**src/hw/rtl/rss_pkg.sv**
```systemverilog
// ----------------------------------------------------------------------------
// rss_pkg
// Shared widths, register map, reset values and the IF filter code table for
// the RSSI sweep scanner.
// ----------------------------------------------------------------------------
`default_nettype none

package rss_pkg;

    localparam int FREQ_W     = 20;
    localparam int RSSI_W     = 8;
    localparam int COUNT_BITS = 16;
    localparam int SUM_W      = 24;
    localparam int CODE_W     = 8;
    localparam int APB_DW     = 32;
    localparam int APB_AW     = 4;
    localparam int REG_IDX_W  = 2;
    localparam int DIV_STEPS  = SUM_W;
    localparam int STEP_W     = $clog2(DIV_STEPS);

    localparam logic [REG_IDX_W-1:0] REG_START = 2'd0;
    localparam logic [REG_IDX_W-1:0] REG_END   = 2'd1;
    localparam logic [REG_IDX_W-1:0] REG_SPP   = 2'd2;
    localparam logic [REG_IDX_W-1:0] REG_STEP  = 2'd3;

    localparam logic [FREQ_W-1:0]     START_RST = 20'd413000;
    localparam logic [FREQ_W-1:0]     END_RST   = 20'd463000;
    localparam logic [COUNT_BITS-1:0] SPP_RST   = 16'd500;
    localparam logic [FREQ_W-1:0]     STEP_RST  = 20'd50;

    localparam logic [RSSI_W-1:0] MAX_CLEAR = '0;
    localparam logic [RSSI_W-1:0] MIN_CLEAR = '1;

    typedef enum logic [1:0] {
        ST_IDLE,
        ST_DIVIDE,
        ST_HOLD
    } rss_state_t;

    // IF bandwidth register byte picked from the step size.
    function automatic logic [CODE_W-1:0] filter_code(input logic [FREQ_W-1:0] step);
        logic [CODE_W-1:0] code;
        if (step < FREQ_W'(20))       code = 8'h32;
        else if (step < FREQ_W'(30))  code = 8'h22;
        else if (step < FREQ_W'(40))  code = 8'h26;
        else if (step < FREQ_W'(50))  code = 8'h12;
        else if (step < FREQ_W'(60))  code = 8'h15;
        else if (step < FREQ_W'(70))  code = 8'h01;
        else if (step < FREQ_W'(100)) code = 8'h03;
        else                          code = 8'h05;
        return code;
    endfunction

endpackage

`default_nettype wire

```
**src/hw/rtl/rssi_sweep_scanner_top.sv**
```systemverilog
// ----------------------------------------------------------------------------
// rssi_sweep_scanner_top
// Folds RSSI samples into per-point peak, floor and sum, and at the end of
// each point reports the point with its truncated mean, the next frequency and the IF filter code.
// ----------------------------------------------------------------------------
//  Channel   Signals                                   Direction
//  sample    rssi_valid / rssi_ready, rssi              in
//  report    report_valid / report_ready, 6 fields      out
//  config    APB: psel penable pwrite paddr pwdata      in / prdata out
//
//  A sample that does not finish a point keeps the input ready. A sample that
//  finishes a point starts a restoring divide of the sum by the count, one
//  quotient bit per cycle on a single shared subtractor. When the divide is
//  done the hold state hands the report to the output register, waiting while
//  that register is full, and only then is the next sample taken.
//  The output register lets the next point's samples be taken while a report
//  waits; a second report waits in the divider until the first is taken.
//  Reset is asynchronous and active low; any register write restarts the sweep.
// ----------------------------------------------------------------------------
`default_nettype none

module rssi_sweep_scanner_top (
    input  wire logic                             clk,
    input  wire logic                             rst_n,
    input  wire logic                             psel,
    input  wire logic                             penable,
    input  wire logic                             pwrite,
    input  wire logic [rss_pkg::APB_AW-1:0]       paddr,
    input  wire logic [rss_pkg::APB_DW-1:0]       pwdata,
    output logic      [rss_pkg::APB_DW-1:0]       prdata,
    output logic                                  pready,
    input  wire logic                             rssi_valid,
    output logic                                  rssi_ready,
    input  wire logic [rss_pkg::RSSI_W-1:0]       rssi,
    output logic                                  report_valid,
    input  wire logic                             report_ready,
    output logic      [rss_pkg::FREQ_W-1:0]       point_freq_khz,
    output logic      [rss_pkg::RSSI_W-1:0]       peak_rssi,
    output logic      [rss_pkg::RSSI_W-1:0]       mean_rssi,
    output logic      [rss_pkg::RSSI_W-1:0]       floor_rssi,
    output logic      [rss_pkg::FREQ_W-1:0]       next_freq_khz,
    output logic      [rss_pkg::CODE_W-1:0]       if_filter_code
);
    import rss_pkg::*;

    // Configuration registers
    logic [FREQ_W-1:0]     start_reg, start_next;
    logic [FREQ_W-1:0]     end_reg, end_next;
    logic [COUNT_BITS-1:0] spp_reg, spp_next;
    logic [FREQ_W-1:0]     step_reg, step_next;

    // Point statistics
    logic [FREQ_W-1:0]     freq_reg, freq_next;
    logic [COUNT_BITS-1:0] count_reg, count_next;
    logic [RSSI_W-1:0]     max_reg, max_next;
    logic [RSSI_W-1:0]     min_reg, min_next;
    logic [SUM_W-1:0]      sum_reg, sum_next;

    // Divider and pending report
    rss_state_t            state_reg, state_next;
    logic [STEP_W-1:0]     div_step_reg, div_step_next;
    logic [COUNT_BITS-1:0] divisor_reg, divisor_next;
    logic [COUNT_BITS-1:0] rem_reg, rem_next;
    logic [SUM_W-1:0]      quo_reg, quo_next;
    logic [FREQ_W-1:0]     pend_freq_reg, pend_freq_next;
    logic [RSSI_W-1:0]     pend_max_reg, pend_max_next;
    logic [RSSI_W-1:0]     pend_min_reg, pend_min_next;
    logic [FREQ_W-1:0]     pend_nfreq_reg, pend_nfreq_next;
    logic [CODE_W-1:0]     pend_code_reg, pend_code_next;

    // Output register
    logic                  ovalid_reg, ovalid_next;
    logic [FREQ_W-1:0]     ofreq_reg, ofreq_next;
    logic [RSSI_W-1:0]     omax_reg, omax_next;
    logic [RSSI_W-1:0]     omean_reg, omean_next;
    logic [RSSI_W-1:0]     omin_reg, omin_next;
    logic [FREQ_W-1:0]     onfreq_reg, onfreq_next;
    logic [CODE_W-1:0]     ocode_reg, ocode_next;

    logic                  cfg_wr;
    logic [REG_IDX_W-1:0]  cfg_idx;
    logic                  in_beat;
    logic [COUNT_BITS-1:0] cnt_inc;
    logic [SUM_W-1:0]      sum_inc;
    logic [RSSI_W-1:0]     max_upd;
    logic [RSSI_W-1:0]     min_upd;
    logic [COUNT_BITS-1:0] target;
    logic                  point_done;
    logic [FREQ_W:0]       freq_sum;
    logic [FREQ_W-1:0]     freq_wrap;
    logic [COUNT_BITS:0]   trial_rem;
    logic [COUNT_BITS:0]   trial_diff;
    logic                  slot_free;

    assign pready  = 1'b1;
    assign cfg_wr  = psel && penable && pwrite && pready;
    assign cfg_idx = paddr[APB_AW-1:2];

    always_comb
    begin
        unique case (cfg_idx)
            REG_START: prdata = APB_DW'(start_reg);
            REG_END:   prdata = APB_DW'(end_reg);
            REG_SPP:   prdata = APB_DW'(spp_reg);
            REG_STEP:  prdata = APB_DW'(step_reg);
            default:   prdata = '0;
        endcase
    end

    assign rssi_ready = (state_reg == ST_IDLE);
    assign in_beat    = rssi_valid && rssi_ready;

    assign cnt_inc    = count_reg + COUNT_BITS'(1);
    assign sum_inc    = sum_reg + SUM_W'(rssi);
    assign max_upd    = (rssi > max_reg) ? rssi : max_reg;
    assign min_upd    = (rssi < min_reg) ? rssi : min_reg;
    assign target     = (spp_reg == '0) ? COUNT_BITS'(1) : spp_reg;
    assign point_done = (cnt_inc >= target) || (cnt_inc == '1);

    assign freq_sum   = {1'b0, freq_reg} + {1'b0, step_reg};
    assign freq_wrap  = (freq_sum > {1'b0, end_reg}) ? start_reg : freq_sum[FREQ_W-1:0];

    // One restoring divide step: shift in the next dividend bit and try the divisor.
    assign trial_rem  = {rem_reg, quo_reg[SUM_W-1]};
    assign trial_diff = trial_rem - {1'b0, divisor_reg};

    assign slot_free  = !ovalid_reg || report_ready;

    always_comb
    begin
        start_next      = start_reg;
        end_next        = end_reg;
        spp_next        = spp_reg;
        step_next       = step_reg;
        freq_next       = freq_reg;
        count_next      = count_reg;
        max_next        = max_reg;
        min_next        = min_reg;
        sum_next        = sum_reg;
        state_next      = state_reg;
        div_step_next   = div_step_reg;
        divisor_next    = divisor_reg;
        rem_next        = rem_reg;
        quo_next        = quo_reg;
        pend_freq_next  = pend_freq_reg;
        pend_max_next   = pend_max_reg;
        pend_min_next   = pend_min_reg;
        pend_nfreq_next = pend_nfreq_reg;
        pend_code_next  = pend_code_reg;
        ovalid_next     = ovalid_reg && !report_ready;
        ofreq_next      = ofreq_reg;
        omax_next       = omax_reg;
        omean_next      = omean_reg;
        omin_next       = omin_reg;
        onfreq_next     = onfreq_reg;
        ocode_next      = ocode_reg;

        unique case (state_reg)
            ST_IDLE:
            begin
                if (in_beat)
                begin
                    if (point_done)
                    begin
                        pend_freq_next  = freq_reg;
                        pend_max_next   = max_upd;
                        pend_min_next   = min_upd;
                        pend_nfreq_next = freq_wrap;
                        pend_code_next  = filter_code(step_reg);
                        divisor_next    = cnt_inc;
                        quo_next        = sum_inc;
                        rem_next        = '0;
                        div_step_next   = '0;
                        freq_next       = freq_wrap;
                        count_next      = '0;
                        max_next        = MAX_CLEAR;
                        min_next        = MIN_CLEAR;
                        sum_next        = '0;
                        state_next      = ST_DIVIDE;
                    end
                    else
                    begin
                        count_next = cnt_inc;
                        max_next   = max_upd;
                        min_next   = min_upd;
                        sum_next   = sum_inc;
                    end
                end
            end
            ST_DIVIDE:
            begin
                if (trial_diff[COUNT_BITS])
                begin
                    rem_next = trial_rem[COUNT_BITS-1:0];
                    quo_next = {quo_reg[SUM_W-2:0], 1'b0};
                end
                else
                begin
                    rem_next = trial_diff[COUNT_BITS-1:0];
                    quo_next = {quo_reg[SUM_W-2:0], 1'b1};
                end
                div_step_next = div_step_reg + STEP_W'(1);
                if (div_step_reg == STEP_W'(DIV_STEPS - 1))
                begin
                    state_next = ST_HOLD;
                end
            end
            ST_HOLD:
            begin
                if (slot_free)
                begin
                    ovalid_next = 1'b1;
                    ofreq_next  = pend_freq_reg;
                    omax_next   = pend_max_reg;
                    omean_next  = quo_reg[RSSI_W-1:0];
                    omin_next   = pend_min_reg;
                    onfreq_next = pend_nfreq_reg;
                    ocode_next  = pend_code_reg;
                    state_next  = ST_IDLE;
                end
            end
            default:
            begin
                state_next = ST_IDLE;
            end
        endcase

        // Writes should arrive only while idle; the block does not enforce this. Each one restarts the sweep.
        if (cfg_wr)
        begin
            unique case (cfg_idx)
                REG_START: start_next = pwdata[FREQ_W-1:0];
                REG_END:   end_next   = pwdata[FREQ_W-1:0];
                REG_SPP:   spp_next   = pwdata[COUNT_BITS-1:0];
                REG_STEP:  step_next  = pwdata[FREQ_W-1:0];
                default:   start_next = start_reg;
            endcase
            freq_next  = (cfg_idx == REG_START) ? pwdata[FREQ_W-1:0] : start_reg;
            count_next = '0;
            max_next   = MAX_CLEAR;
            min_next   = MIN_CLEAR;
            sum_next   = '0;
        end
    end

    always_ff @(posedge clk or negedge rst_n)
    begin
        if (!rst_n)
        begin
            start_reg    <= START_RST;
            end_reg      <= END_RST;
            spp_reg      <= SPP_RST;
            step_reg     <= STEP_RST;
            freq_reg     <= START_RST;
            count_reg    <= '0;
            max_reg      <= MAX_CLEAR;
            min_reg      <= MIN_CLEAR;
            sum_reg      <= '0;
            state_reg    <= ST_IDLE;
            div_step_reg <= '0;
            ovalid_reg   <= 1'b0;
        end
        else
        begin
            start_reg    <= start_next;
            end_reg      <= end_next;
            spp_reg      <= spp_next;
            step_reg     <= step_next;
            freq_reg     <= freq_next;
            count_reg    <= count_next;
            max_reg      <= max_next;
            min_reg      <= min_next;
            sum_reg      <= sum_next;
            state_reg    <= state_next;
            div_step_reg <= div_step_next;
            ovalid_reg   <= ovalid_next;
        end
    end

    always_ff @(posedge clk)
    begin
        divisor_reg    <= divisor_next;
        rem_reg        <= rem_next;
        quo_reg        <= quo_next;
        pend_freq_reg  <= pend_freq_next;
        pend_max_reg   <= pend_max_next;
        pend_min_reg   <= pend_min_next;
        pend_nfreq_reg <= pend_nfreq_next;
        pend_code_reg  <= pend_code_next;
        ofreq_reg      <= ofreq_next;
        omax_reg       <= omax_next;
        omean_reg      <= omean_next;
        omin_reg       <= omin_next;
        onfreq_reg     <= onfreq_next;
        ocode_reg      <= ocode_next;
    end

    assign report_valid   = ovalid_reg;
    assign point_freq_khz = ofreq_reg;
    assign peak_rssi      = omax_reg;
    assign mean_rssi      = omean_reg;
    assign floor_rssi     = omin_reg;
    assign next_freq_khz  = onfreq_reg;
    assign if_filter_code = ocode_reg;

endmodule

`default_nettype wire
```
**config.mk**
```make
export PLATFORM = sky130hd
export DESIGN_NAME = rssi_sweep_scanner_top
export DESIGN_NICKNAME = d
export VERILOG_FILES = /design/src/hw/rtl/rss_pkg.sv /design/src/hw/rtl/rssi_sweep_scanner_top.sv
export SDC_FILE = /design/constraint.sdc
export NUM_CORES = 1
export LEC_CHECK = 0
export BUFFER_PORTS_ARGS = -buffer_cell sky130_fd_sc_hd__buf_2
export CAP_MARGIN = 20
export CORE_AREA = 4 4 186 188
export CTS_CLUSTER_SIZE = 16
export DETAILED_ROUTE_END_ITERATION = 6
export DIE_AREA = 0 0 190 192
export GPL_ROUTABILITY_DRIVEN = 0
export PLACE_DENSITY = 0.79
export SKIP_LAST_GASP = 1
export SLEW_MARGIN = 20
export SYNTH_ARGS = -nofsm -noshare
export SYNTH_HDL_FRONTEND = slang
export SYNTH_SLANG_ARGS = --single-unit
```
**constraint.sdc**
```tcl
create_clock -name clk -period 8.14 [get_ports clk]
set_input_delay 1.221 -clock clk [delete_from_list [all_inputs] [get_ports clk]]
set_output_delay 1.221 -clock clk [all_outputs]
set_load 0.01 [all_outputs]
```
## Word-level counts from Yosys, hierarchy flattened

Index checks and enable logic that the tools add are counted.

- Flip-flop bits (word level): 352
- Input port bits: 51
- Output and inout port bits: 107
- Word-level logic and storage cells: 135

- $add $sub $neg: 5
- Magnitude comparators: 11
- Eq/ne operators: 11
- Multiplexer cells: 50
- Reductions and logical operators: 28

Operators with widths:

| kind | number |
|---|---|
| 24-bit two-way mux | 6 |
| 16-bit two-way mux | 8 |
| 32-bit one-hot mux with 4 select lines | 1 |
| 20-bit two-way mux | 6 |
| 8-bit two-way mux | 10 |
| 20-bit by 6-bit < comparator with 1-bit output, second input constant | 3 |
| 24-bit one-hot mux with 2 select lines | 1 |
| 20-bit by 5-bit < comparator with 1-bit output, second input constant | 2 |
| 20-bit by 7-bit < comparator with 1-bit output, second input constant | 2 |
| 16-bit one-hot mux with 2 select lines | 1 |
| 5-bit two-way mux | 6 |
| 24-bit by 8-bit adder with 24-bit output | 1 |
| 20-bit by 20-bit adder with 21-bit output | 1 |
| 21-bit by 20-bit greater-than comparator with 1-bit output | 1 |
| 17-bit by 16-bit subtractor with 17-bit output | 1 |
| 16-bit by 1-bit adder with 16-bit output, second input constant | 1 |
| 16-bit equality test, second input constant | 1 |
| 16-bit greater-or-equal comparator | 1 |
| 16-bit logical NOT | 1 |
| 5-bit one-hot mux with 2 select lines | 1 |
| 2-bit AND reduction | 5 |
| 3-bit AND reduction | 3 |
| 8-bit greater-than comparator | 1 |
| 8-bit < comparator | 1 |
| 20 further kinds | 40 |

## Longest topological paths before layout

- Depth in word-level cells: 8
- Gate-level depth with buffers: 19
- Depth with buffers taken out: 18

## Least setup slack after synthesis

Ideal clock, no wire load.

- Path type: input to register
- From: input report_ready
- To: register omin_reg[0] (netlist: floor_rssi[0]), enable pin
- Library setup time: 0.505 ns
- Arrival time: 4.421 ns
- Data required time: 7.635 ns
- Slack: 3.215 ns
- Stages: 2
- Buffers on the path: 0
- Cells stage by stage: nand2b_1 nor2b_1

- Cells in the longest elaborated chain, start to end: 2

Ends and longest elaborated chain:

| item | RTL line | RTL |
|---|---|---|
| from (decl) | rssi_sweep_scanner_top.sv:36 | `input wire logic report_ready,` |
| 1-bit logical OR | rssi_sweep_scanner_top.sv:127 | `assign slot_free = !ovalid_reg \|\| report_ready;` |
| 2-bit AND reduction (no source line) | -- |  |
| to (signal assigned) | rssi_sweep_scanner_top.sv:293 | `omin_reg <= omin_next;` |
| to (decl) | rssi_sweep_scanner_top.sv:76 | `logic [RSSI_W-1:0] omin_reg, omin_next;` |

Every way passes these cells.
A chain may end at the register's enable or synchronous reset.

## Final worst setup path

- From: register step_reg[1]
- To: register freq_reg[13]

- Cells in the longest elaborated chain, start to end: 7

Ends and longest elaborated chain:

| item | RTL line | RTL |
|---|---|---|
| from (decl) | rssi_sweep_scanner_top.sv:50 | `logic [FREQ_W-1:0] step_reg, step_next;` |
| from (signal assigned) | rssi_sweep_scanner_top.sv:268 | `step_reg <= step_next;` |
| 20-bit by 20-bit adder with 21-bit output (*) | rssi_sweep_scanner_top.sv:120 | `assign freq_sum = {1'b0, freq_reg} + {1'b0, step_reg};` |
| 21-bit by 20-bit greater-than comparator with 1-bit output | rssi_sweep_scanner_top.sv:121 | `assign freq_wrap = (freq_sum > {1'b0, end_reg}) ? start_reg : freq_sum[FREQ_W-1:0];` |
| 20-bit two-way mux (*) | rssi_sweep_scanner_top.sv:121 |  |
| 20-bit two-way mux (*) | rssi_sweep_scanner_top.sv:163 | `if (point_done)` |
| 20-bit two-way mux (*) | rssi_sweep_scanner_top.sv:161 | `if (in_beat)` |
| 20-bit two-way mux (*) | rssi_sweep_scanner_top.sv:158 | `unique case (state_reg)` |
| 20-bit two-way mux (*) | rssi_sweep_scanner_top.sv:229 | `if (cfg_wr)` |
| to (signal assigned) | rssi_sweep_scanner_top.sv:269 | `freq_reg <= freq_next;` |
| to (decl) | rssi_sweep_scanner_top.sv:53 | `logic [FREQ_W-1:0] freq_reg, freq_next;` |

Mark *: on every way between the ends. The rest lies on a longest branch, timed or not. The select of a mux whose other input is x is not followed.

==> results.py <==
metrics = {
    "final_layout": {
        "register_area_um2": 9640,
        "diodes": 0,
        "multiInputGateArea_um2": 7670,
        "area_growth_syn_to_layout_pct": 12.1,
        "fin_area_um2": 20200,
        "nFillCells": 2568,
        "fin_nets": 1818,
        "drive_gt1_share_pct": 21.3,
    },
    "clocking": {
        "cts_resized": 0,
        "clockBufferDepth": 3,
        "cts_setup_buffers": 0,
        "cts_buffers": 36,
        "cts-root-buf": "clkbuf_16",
        "clk_latency_ns": 0.54,
        "cts.sinks": 346,
        "htreeDepth": 2,
        "clk_pin_slew_ns": 0.06,
        "cts.hold.buffers_added": 0,
        "cts_tree": "built",
    },
    "detailed_routing": {
        "via_per_inst": 5.97,
        "drt_iter0_drc": 1321,
        "ant_nets": 0,
        "wirelength_mm": 42.8,
        "wire_per_inst_um": 20.0,
        "drcViolationCount": 0,
        "routed-via-count": 12800,
        "first_pass_iters": 6,
    },
    "logic_synthesis": {
        "yosys.area_share.adder_pct": 7.21,
        "ys_types": 78,
        "synth_simple_gate_area_share_pct": 10.8,
        "synth-compound-area-share_pct": 13.1,
        "synth-seq-area-share_pct": 53.6,
        "synth.avg_cell_area_um2": 11.6,
        "synth_top_family_by_area": "compound AO/OA/AOI/OAI gates",
        "ys_warn_count": 0,
        "synth_most_common_cell": "edfxtp_1",
        "synth_edf_count": 186,
        "muxShareOfSynthArea_pct": 8.06,
        "synth_area_um2": 18000,
        "synthArstFlopShare_pct": 46.2,
        "synth_ff_type": "edfxtp_1",
        "synth.area.top_cells": "edfxtp_1, dfrtp_1, ha_1",
        "synth_top_area_cell": "edfxtp_1",
        "ys_ff_latch": 346,
        "yosys.area.top_type_share_pct": 31.1,
        "synth_cells": 1552,
        "synth_commonest_cells": "edfxtp_1, nand2_1, dfrtp_1",
        "synth-xor-area-share_pct": 2.92,
    },
    "placement": {
        "dpl_cell_area_um2": 19000,
        "place.port_buffers": 127,
        "place_hpwl_mm": 28.7,
        "pre_cts_slack_ns": 2.54,
    },
    "sta": {
        "fin_crit_sh_pct": 72.7,
        "maxSlewHeadroom_pct": 26.5,
        "maxSlewViolCount": 0,
        "setup_violations": 0,
        "clock-skew-final_ns": 0.0356,
        "setup_slack_ns": 2.22,
        "period_needed_ns": 5.92,
        "hold_violations": 0,
        "tns_ns": 0,
        "worst_pin_slew_ns": 1.10,
        "fmax_mhz": 169,
        "rsz0062_at_grt": "no",
    },
    "floorplan": {
        "ios": 158,
        "core_area_um2": 33100,
        "die_w_um": 190,
        "die-height_um": 192,
        "die_area_um2": 36500,
        "start_util_pct": 54.3,
        "num_rows": 67,
    },
    "worst_setup_path": {
        "worst-endpoint-arrival_ns": 6.36,
        "crit_buf_inv": 1,
        "crit_chain": "inv_1 > fa_1 > nand2b_1 > a21o_1 > a211oi_1 > nor2_1 > a31oi_1 > o311ai_1 > ha_1 > nand4_1 > nor4_1 > nand4_1 > a211oi_1 > o211ai_1 > nand2_1 > o221ai_1 > o21ai_0",
        "slowest_delay_ns": 0.82,
        "crit_fanout": 19,
        "slowest_stage": "nand2_1",
        "cp.required_ns": 8.58,
        "critical_path_class": "flip-flop to flip-flop",
        "endpoint_kind": "flip-flop",
        "startpoint_type": "flip-flop",
        "crit_family": "simple AND/OR/NAND/NOR gates",
    },
    "global_routing": {
        "grt_pass1_vias": 12900,
        "grt_start_max_net_pins": 83,
        "grt_first_pass_wirelength_mm": 68.8,
        "grt_overflow": 0,
        "antenna_found_initial": 1,
        "track_usage_pct": 23.4,
    },
    "power": {
        "peakVddDrop_mv": 0.202,
        "total_power_w": 0.00610,
        "power_density_nw_per_um2": 303,
        "leakage_nw": 8.50,
    },
    "job": {
        "maxCapViolations": 0,
    },
    "outcome": {
        "status": "completed",
    },
    "worst_hold_path": {
        "hp-class": "flip-flop to flip-flop",
    },
}
[cell families after synthesis]
group,Yosys count
muxes,115
DFF,346
other,2
buffers and inverters,177
and+or+nand+nor,390
AOI/OAI and AO/OA,360
adders and majority gates,102
xor gates and xnor gates,60
[cell type report]
| class | count | area share, % |
|---|---|---|
| tap | 448 | 2.78 |
| inverter | 98 | 1.83 |
| clock inverter | 21 | 0.900 |
| timing repair buffer | 141 | 3.72 |
| multi-input combinational | 1043 | 38.1 |
| sequential | 346 | 47.8 |
| clock buffer | 44 | 4.88 |
[power breakdown]
part	switching, W	total [W]	internal (W)
registers	0.000209	0.00236	0.00215
logic	0.00124	0.00212	0.000885
clock network	0.000692	0.00162	0.000931
[cells in the final DEF, fill, tap and decap left out, drive strengths merged, types with 10 or more instances in the layout]
master,count
nor3,25
a22o,31
or2,10
dfstp,40
and2,11
ha,98
dfrtp,120
mux2i,20
nand3,31
clkinv,15
o21a,15
edfxtp,186
or3,13
mux4,16
nor2,74
inv,98
nor4,10
nand4,14
nand2b,11
a21oi,57
conb,16
nand2,129
and3,24
xor2,12
o221ai,19
a21o,33
mux2,79
o21ai,127
nor2b,14
xnor2,48
buf,141
nor3b,10
clkbuf,44
[routing by layer]
| layer | up-vias | part of all wire (%) | GRT usage (%) |
|---|---|---|---|
| li1 | 5907 | - | - |
| met1 | 6309 | 42 | 32.1 |
| met2 | 480 | 48 | 38.7 |
| met3 | 79 | 6.9 | 4.05 |
| met4 | 2 | 2.4 | 7.01 |
| met5 | - | 0.042 | 0 |
[worst paths after layout]
check                                            start                            to  slack, ns  cells after the start
max                            step_reg[1]$_DFFE_PN1P_      freq_reg[13]$_DFFE_PN0P_       2.22                     17
min                        pend_freq_reg[17]$_DFFE_PP_  point_freq_khz[17]$_DFFE_PP_       0.42                      0
max reg2reg                    step_reg[1]$_DFFE_PN1P_      freq_reg[13]$_DFFE_PN0P_       2.22                     17
min reg2reg                pend_freq_reg[17]$_DFFE_PP_  point_freq_khz[17]$_DFFE_PP_       0.42                      0
max in group asynchronous                        rst_n      step_reg[13]$_DFFE_PN0P_       6.11                      2
min in group asynchronous                        rst_n        max_reg[5]$_DFFE_PN0P_       0.72                      1
[worst reg2reg max path: stages, from the launching register on]
cell and delay, ns:
dfstp_2 0.61, inv_1 0.08, fa_1 0.45, nand2b_1 0.19, a21o_1 0.20, a211oi_1 0.35
nor2_1 0.20, a31oi_1 0.32, o311ai_1 0.23, ha_1 0.35, nand4_1 0.20, nor4_1 0.57
nand4_1 0.26, a211oi_1 0.36, o211ai_1 0.16, nand2_1 0.82, o221ai_1 0.25, o21ai_0 0.23
[per-stage QoR]
stage | utilization, % | hold slack [ns] | cells
after floorplan | - | 0.400 | 1566
after global placement | 57.3 | 0.400 | 2076
after detailed placement | 57.3 | 0.405 | 2076
after CTS | 60.9 | 0.416 | 2141
after global routing | 60.9 | 0.421 | 2141
final | 60.9 | 0.415 | 2141
No activity file was read; power rests on OpenSTA's default activity.
